`src/design/mfbr_pkg.sv`:
```
`timescale 1ns / 1ps
// Package for the MSB-first bit reader: item and result types, command codes,
// sequencer states and fixed widths. No dependencies.
package mfbr_pkg;

    localparam int ADDR_W = 12;
    localparam int BYTE_W = 8;
    localparam int CNT_W  = 6;
    localparam int BPOS_W = 3;
    localparam int FIELD_W = 32;
    localparam int ACC_W  = 40;   // up to five buffer bytes
    localparam int NB_W   = 3;    // byte count of one read, 0..5

    localparam logic [CNT_W-1:0] MAX_FIELD_BITS = 6'd32;

    localparam logic [1:0] CMD_LOAD = 2'd0;
    localparam logic [1:0] CMD_SEEK = 2'd1;
    localparam logic [1:0] CMD_READ = 2'd2;

    typedef struct packed {
        logic [1:0]        command;
        logic [ADDR_W-1:0] byte_addr;
        logic [BYTE_W-1:0] byte_value;
        logic [BPOS_W-1:0] bit_pos;
        logic [CNT_W-1:0]  bit_count;
    } item_t;

    typedef struct packed {
        logic [FIELD_W-1:0] field_value;
        logic [ADDR_W-1:0]  next_byte_addr;
        logic [BPOS_W-1:0]  next_bit_pos;
    } result_t;

    typedef enum logic [1:0] {
        ST_IDLE,
        ST_READ,
        ST_DONE
    } state_t;

endpackage

```
`src/design/mfbr_field_align.sv`:
```
`timescale 1ns / 1ps
// Shift unit: right-aligns the gathered bytes and masks to the field length.
// Depends on mfbr_pkg.
module mfbr_field_align (
    input  logic [mfbr_pkg::ACC_W-1:0]   acc,
    input  logic [mfbr_pkg::CNT_W-1:0]   shift,
    input  logic [mfbr_pkg::CNT_W-1:0]   count,
    output logic [mfbr_pkg::FIELD_W-1:0] field
);
    import mfbr_pkg::*;

    logic [ACC_W-1:0]   shifted;
    logic [FIELD_W:0]   mask;

    always_comb
    begin
        shifted = acc >> shift;
        mask    = (33'd1 << count) - 33'd1;
        field   = shifted[FIELD_W-1:0] & mask[FIELD_W-1:0];
    end

endmodule

```
`config.mk`:
```
export PLATFORM = sky130hd
export DESIGN_NAME = mfbr_field_align
export DESIGN_NICKNAME = d
export VERILOG_FILES = /design/src/design/mfbr_pkg.sv /design/src/design/mfbr_field_align.sv
export SDC_FILE = /design/constraint.sdc
export NUM_CORES = 1
export LEC_CHECK = 0
export BUFFER_PORTS_ARGS = -buffer_cell sky130_fd_sc_hd__clkbuf_2
export CORE_MARGIN = 2
export CORE_UTILIZATION = 50
export DETAILED_ROUTE_END_ITERATION = 12
export PLACE_DENSITY = 0.73
export SYNTH_ARGS = -nofsm -noshare
export SYNTH_HDL_FRONTEND = slang
export SYNTH_SLANG_ARGS = --single-unit
```
`constraint.sdc`:
```
create_clock -name vclk -period 2.7
set_clock_uncertainty 0.1 [all_clocks]
set_input_delay 0.27 -clock vclk [all_inputs]
set_output_delay 0.27 -clock vclk [all_outputs]
set_load 0.03 [all_outputs]
```
# == Word level (Yosys, flattened, before mapping) ==
# Cells that the tools add are included.
# totals
reg_bits,0
word_cells,4
out_inout_bits,32
in_bits,52
# classes
n_shift,2
bitwise_logic,1
n_addsub,1
# ops
op,n
$shr 40x6->32,1
$and 32x32->32,1
$shl 1x6->32 const A,1
$sub 32x1->32 const B,1

# == Longest topological paths before layout ==
# logic_depth
word_depth,3
ltp_mapped,10
depth_no_buf,8

# == Worst setup path before layout ==
# Ideal clock, no wire load.
# synth_timing
kind,input to output
startpoint,input port count[4] (netlist bit)
endpoint,output port field[12] (netlist bit)
t_required_ps,2330
stages,9
n_path_buf,3
slack_ps,-418
arrival_ps,2748
cell_sequence,clkbuf_1 > clkbuf_1 > nor3_1 > nand3_1 > ha_1 > clkbuf_1 > a31oi_1 > o21ai_0 > nor4_1
# synth_between
elab_chain_cells,3
# synth_rtl
element,line_no,text
"start, declared",mfbr_field_align.sv:7,"input logic [mfbr_pkg::CNT_W-1:0] count,"
$shl 1x6->32,mfbr_field_align.sv:18,mask = (33'd1 << count) - 33'd1;
$sub 32x1->32,mfbr_field_align.sv:18,
$and 32x32->32,mfbr_field_align.sv:19,field = shifted[FIELD_W-1:0] & mask[FIELD_W-1:0];
"end, declared",mfbr_field_align.sv:8,output logic [mfbr_pkg::FIELD_W-1:0] field
# Every way passes these cells.

# == Worst setup path after layout ==
# layout_timing
startpoint,input port count[2] (netlist bit)
endpoint,output port field[4] (netlist bit)
# Same word-level chain as after synthesis.

==> results_tabular.tex <==
\begin{tabular}{lr}
\hline
Metric & Value \\
\hline
\multicolumn{2}{l}{\textbf{Clock network}} \\
\quad Postcts setup bufs & 0 \\
\quad Gates resized, CTS repair & 0 \\
\quad Total of hold buffers inserted after clock tree synthesis & 0 \\
\multicolumn{2}{l}{\textbf{Floorplan}} \\
\quad Io pins & 84 \\
\quad Total die area & 7840 µm² \\
\quad Row cnt & 30 \\
\quad Initial core utilization & 52.0\% \\
\quad Chip Width & 88.6 µm \\
\quad Core area & 6870 µm² \\
\quad Y dimension of the die & 88.6 µm \\
\multicolumn{2}{l}{\textbf{Route}} \\
\quad Routed wire length on met3 & 835 µm \\
\quad Routed length on met1 & 5020 µm \\
\quad Highest metal layer with signal wires & met4 \\
\quad Detail Route met2 WL & 5420 µm \\
\quad Total vias in the final route & 3900 \\
\quad Detailed Route WL & 11600 µm \\
\quad Average wire per cell in the routed design & 19.5 µm \\
\quad Starting DRT DRC Count & 265 \\
\quad Vias per std cell & 6.54 \\
\quad DRC violations left & 0 \\
\quad Post-route ant nets & 0 \\
\quad Initial DRT Pass Iterations & 5 \\
\multicolumn{2}{l}{\textbf{STA}} \\
\quad Minimum clock period after layout & 2540 ps \\
\quad Post-route setup TNS & 0 ps \\
\quad Post-route clock period utilization & 94.2\% \\
\quad Final hold violations & 0 \\
\quad Hold WS & 936 ps \\
\quad Pins Over Slew Limit & 0 \\
\quad Relative slew margins & 63.4\% \\
\quad Slew at the pin closest to its max-slew limit & 541 ps \\
\quad Maximum clock frequency & 0.393 GHz \\
\quad Endpoints failing setup & 0 \\
\quad Unrepaired setup endpoints after global routing & no \\
\multicolumn{2}{l}{\textbf{Yosys}} \\
\quad Yosys warning count & 0 \\
\quad Sequential-to-total area share from yosys stat & 0\% \\
\quad Post-synthesis net count & 478 \\
\quad Library cells used by synthesis & 61 \\
\quad Cell Area, Synth & 3570 µm² \\
\quad Synth Instances & 425 \\
\quad Mean post-synth cell area & 8.41 µm² \\
\multicolumn{2}{l}{\textbf{Placement}} \\
\quad Weighted congestion at the end of routability-driven global placement & 0.952 \\
\quad Count of port buffers added during placement & 84 \\
\quad Placed wire-length estimate after detailed placement & 9290 µm \\
\multicolumn{2}{l}{\textbf{Layout}} \\
\quad Most common cell after layout, fill and taps aside & sky130\_fd\_sc\_hd\_\_clkbuf\_2 \\
\quad Nets & 555 \\
\quad Commonest cells after routing, fill and taps aside & sky130\_fd\_sc\_hd\_\_clkbuf\_2 (83), sky130\_fd\_sc\_hd\_\_nand2\_1 (44), sky130\_fd\_sc\_hd\_\_mux2i\_1 (44) \\
\quad Clock buffer instance count of the final layout & 0 \\
\quad Fraction of final layout cells sized beyond drive strength 1 & 38.4\% \\
\quad Area growth syn-to-layout & 16.8\% \\
\quad Register Area & 0 µm² \\
\quad Antenna diode count & 0 \\
\quad Count of flip-flops and latches & 0 \\
\multicolumn{2}{l}{\textbf{Critical path}} \\
\quad Critical path class & in -> out \\
\quad Largest fanout on the critical path & 22 \\
\quad Critical path endpoint category & output port \\
\quad Data arrival time of the critical path & 2170 ps \\
\quad Data required time of the critical path & 2330 ps \\
\quad Critical path launch point type & input pin \\
\multicolumn{2}{l}{\textbf{Power}} \\
\quad Switching share of total power & 56.7\% \\
\quad Flop pwr share & 0\% \\
\quad Net load switching power & 0.000497 W \\
\quad Comb pwr share & 100.0\% \\
\quad LEAKAGE & 1.79 nW \\
\quad Internal Pwr Total & 0.000380 W \\
\quad Largest voltage drop on the vdd net & 0.140 mV \\
\quad Portion of total power attributed to the clock network & 0\% \\
\quad Power density over cell area & 210 nW/µm² \\
\quad Final Total Pwr & 0.000878 W \\
\multicolumn{2}{l}{\textbf{Run}} \\
\quad Max-capacitance violation count & 0 \\
\multicolumn{2}{l}{\textbf{Worst hold path}} \\
\quad Kind of path behind the tightest hold check & in -> out \\
\multicolumn{2}{l}{\textbf{GRT}} \\
\quad Via count of the first global-routing pass & 3570 \\
\quad Number of antenna violations at the first check in global routing & 0 \\
\quad Remaining Overflow, GRT & 0 \\
\quad Wire length of the first global-routing pass & 18500 µm \\
\quad Overall global routing resource usage & 29.8\% \\
\quad Maximum number of pins on one net before global-route repair & 40 \\
\multicolumn{2}{l}{\textbf{Run status}} \\
\quad Outcome & completed \\
\hline
\end{tabular}
cells in the mapped netlist, drive strengths merged (7+ instances only):
cell type	count	area share (%)
clkbuf	30	5.1
a211oi	7	1.5
nand2	44	4.6
o22ai	8	1.4
nand3	18	2.5
a21oi	24	3.4
buf	20	4.5
a22oi	9	1.9
nor3	16	2.4
mux2	23	7.5
mux2i	44	12
mux4	43	29
o21ai	19	2.7
nor2	32	3.4
worst max-delay path, stage by stage:
cell and delay, ps:
sky130_fd_sc_hd__clkbuf_2 90, sky130_fd_sc_hd__nor2_2 240, sky130_fd_sc_hd__nand3_1 140, sky130_fd_sc_hd__ha_1 250, sky130_fd_sc_hd__buf_12 170, sky130_fd_sc_hd__nor3_1 290
sky130_fd_sc_hd__mux2i_1 120, sky130_fd_sc_hd__o21ai_0 190, sky130_fd_sc_hd__o31a_1 200, sky130_fd_sc_hd__clkbuf_2 210
cell families after synthesis:
family | count (synthesis) | share of synthesized area [%]
fa+ha+maj | 2 | 0.630
mux | 110 | 48.4
simple gates | 143 | 19.1
xor+xnor | 8 | 1.96
buf+inv | 55 | 10.2
compound gates | 107 | 19.7
final cells by class:
type | instances | area [µm²]
multi-input cells | 370 | 3270
fillers | 617 | 2690
repair buffers | 125 | 763
well taps | 96 | 120
inverters | 5 | 18.8
per-stage QoR:
stage	cell area, µm²	cells	setup WS [ps]	utilization, %
5_1_grt	4180	596	10.5	60.8
6_report	4180	596	157	60.8
3_3_place_gp	4170	596	29.3	60.6
3_5_place_dp	4170	596	33.9	60.6
2_1_floorplan	3630	425	4.13	-
4_1_cts	4170	596	18.2	60.6
power groups by stage:
stage	combinational [W]	clock (W)	sequential (W)
detailed placement	0.000861	0	0
global route	0.000938	0	0
finish	0.000878	0	0
global placement	0.000851	0	0
CTS	0.000864	0	0
floorplan	0.000611	0	0
worst paths after layout:
| check | startpoint | to | cells past startpoint |
|---|---|---|---|
| max | count[2] | field[4] | 10 |
| min | shift[4] | field[14] | 3 |
routing by layer:
metal	track usage [%]	up-vias
met5	0	-
met4	7.85	0
met3	1.59	24
met2	49.1	210
met1	42.8	1850
li1	-	1816
Note: power is estimated with default switching activity, not from simulation.
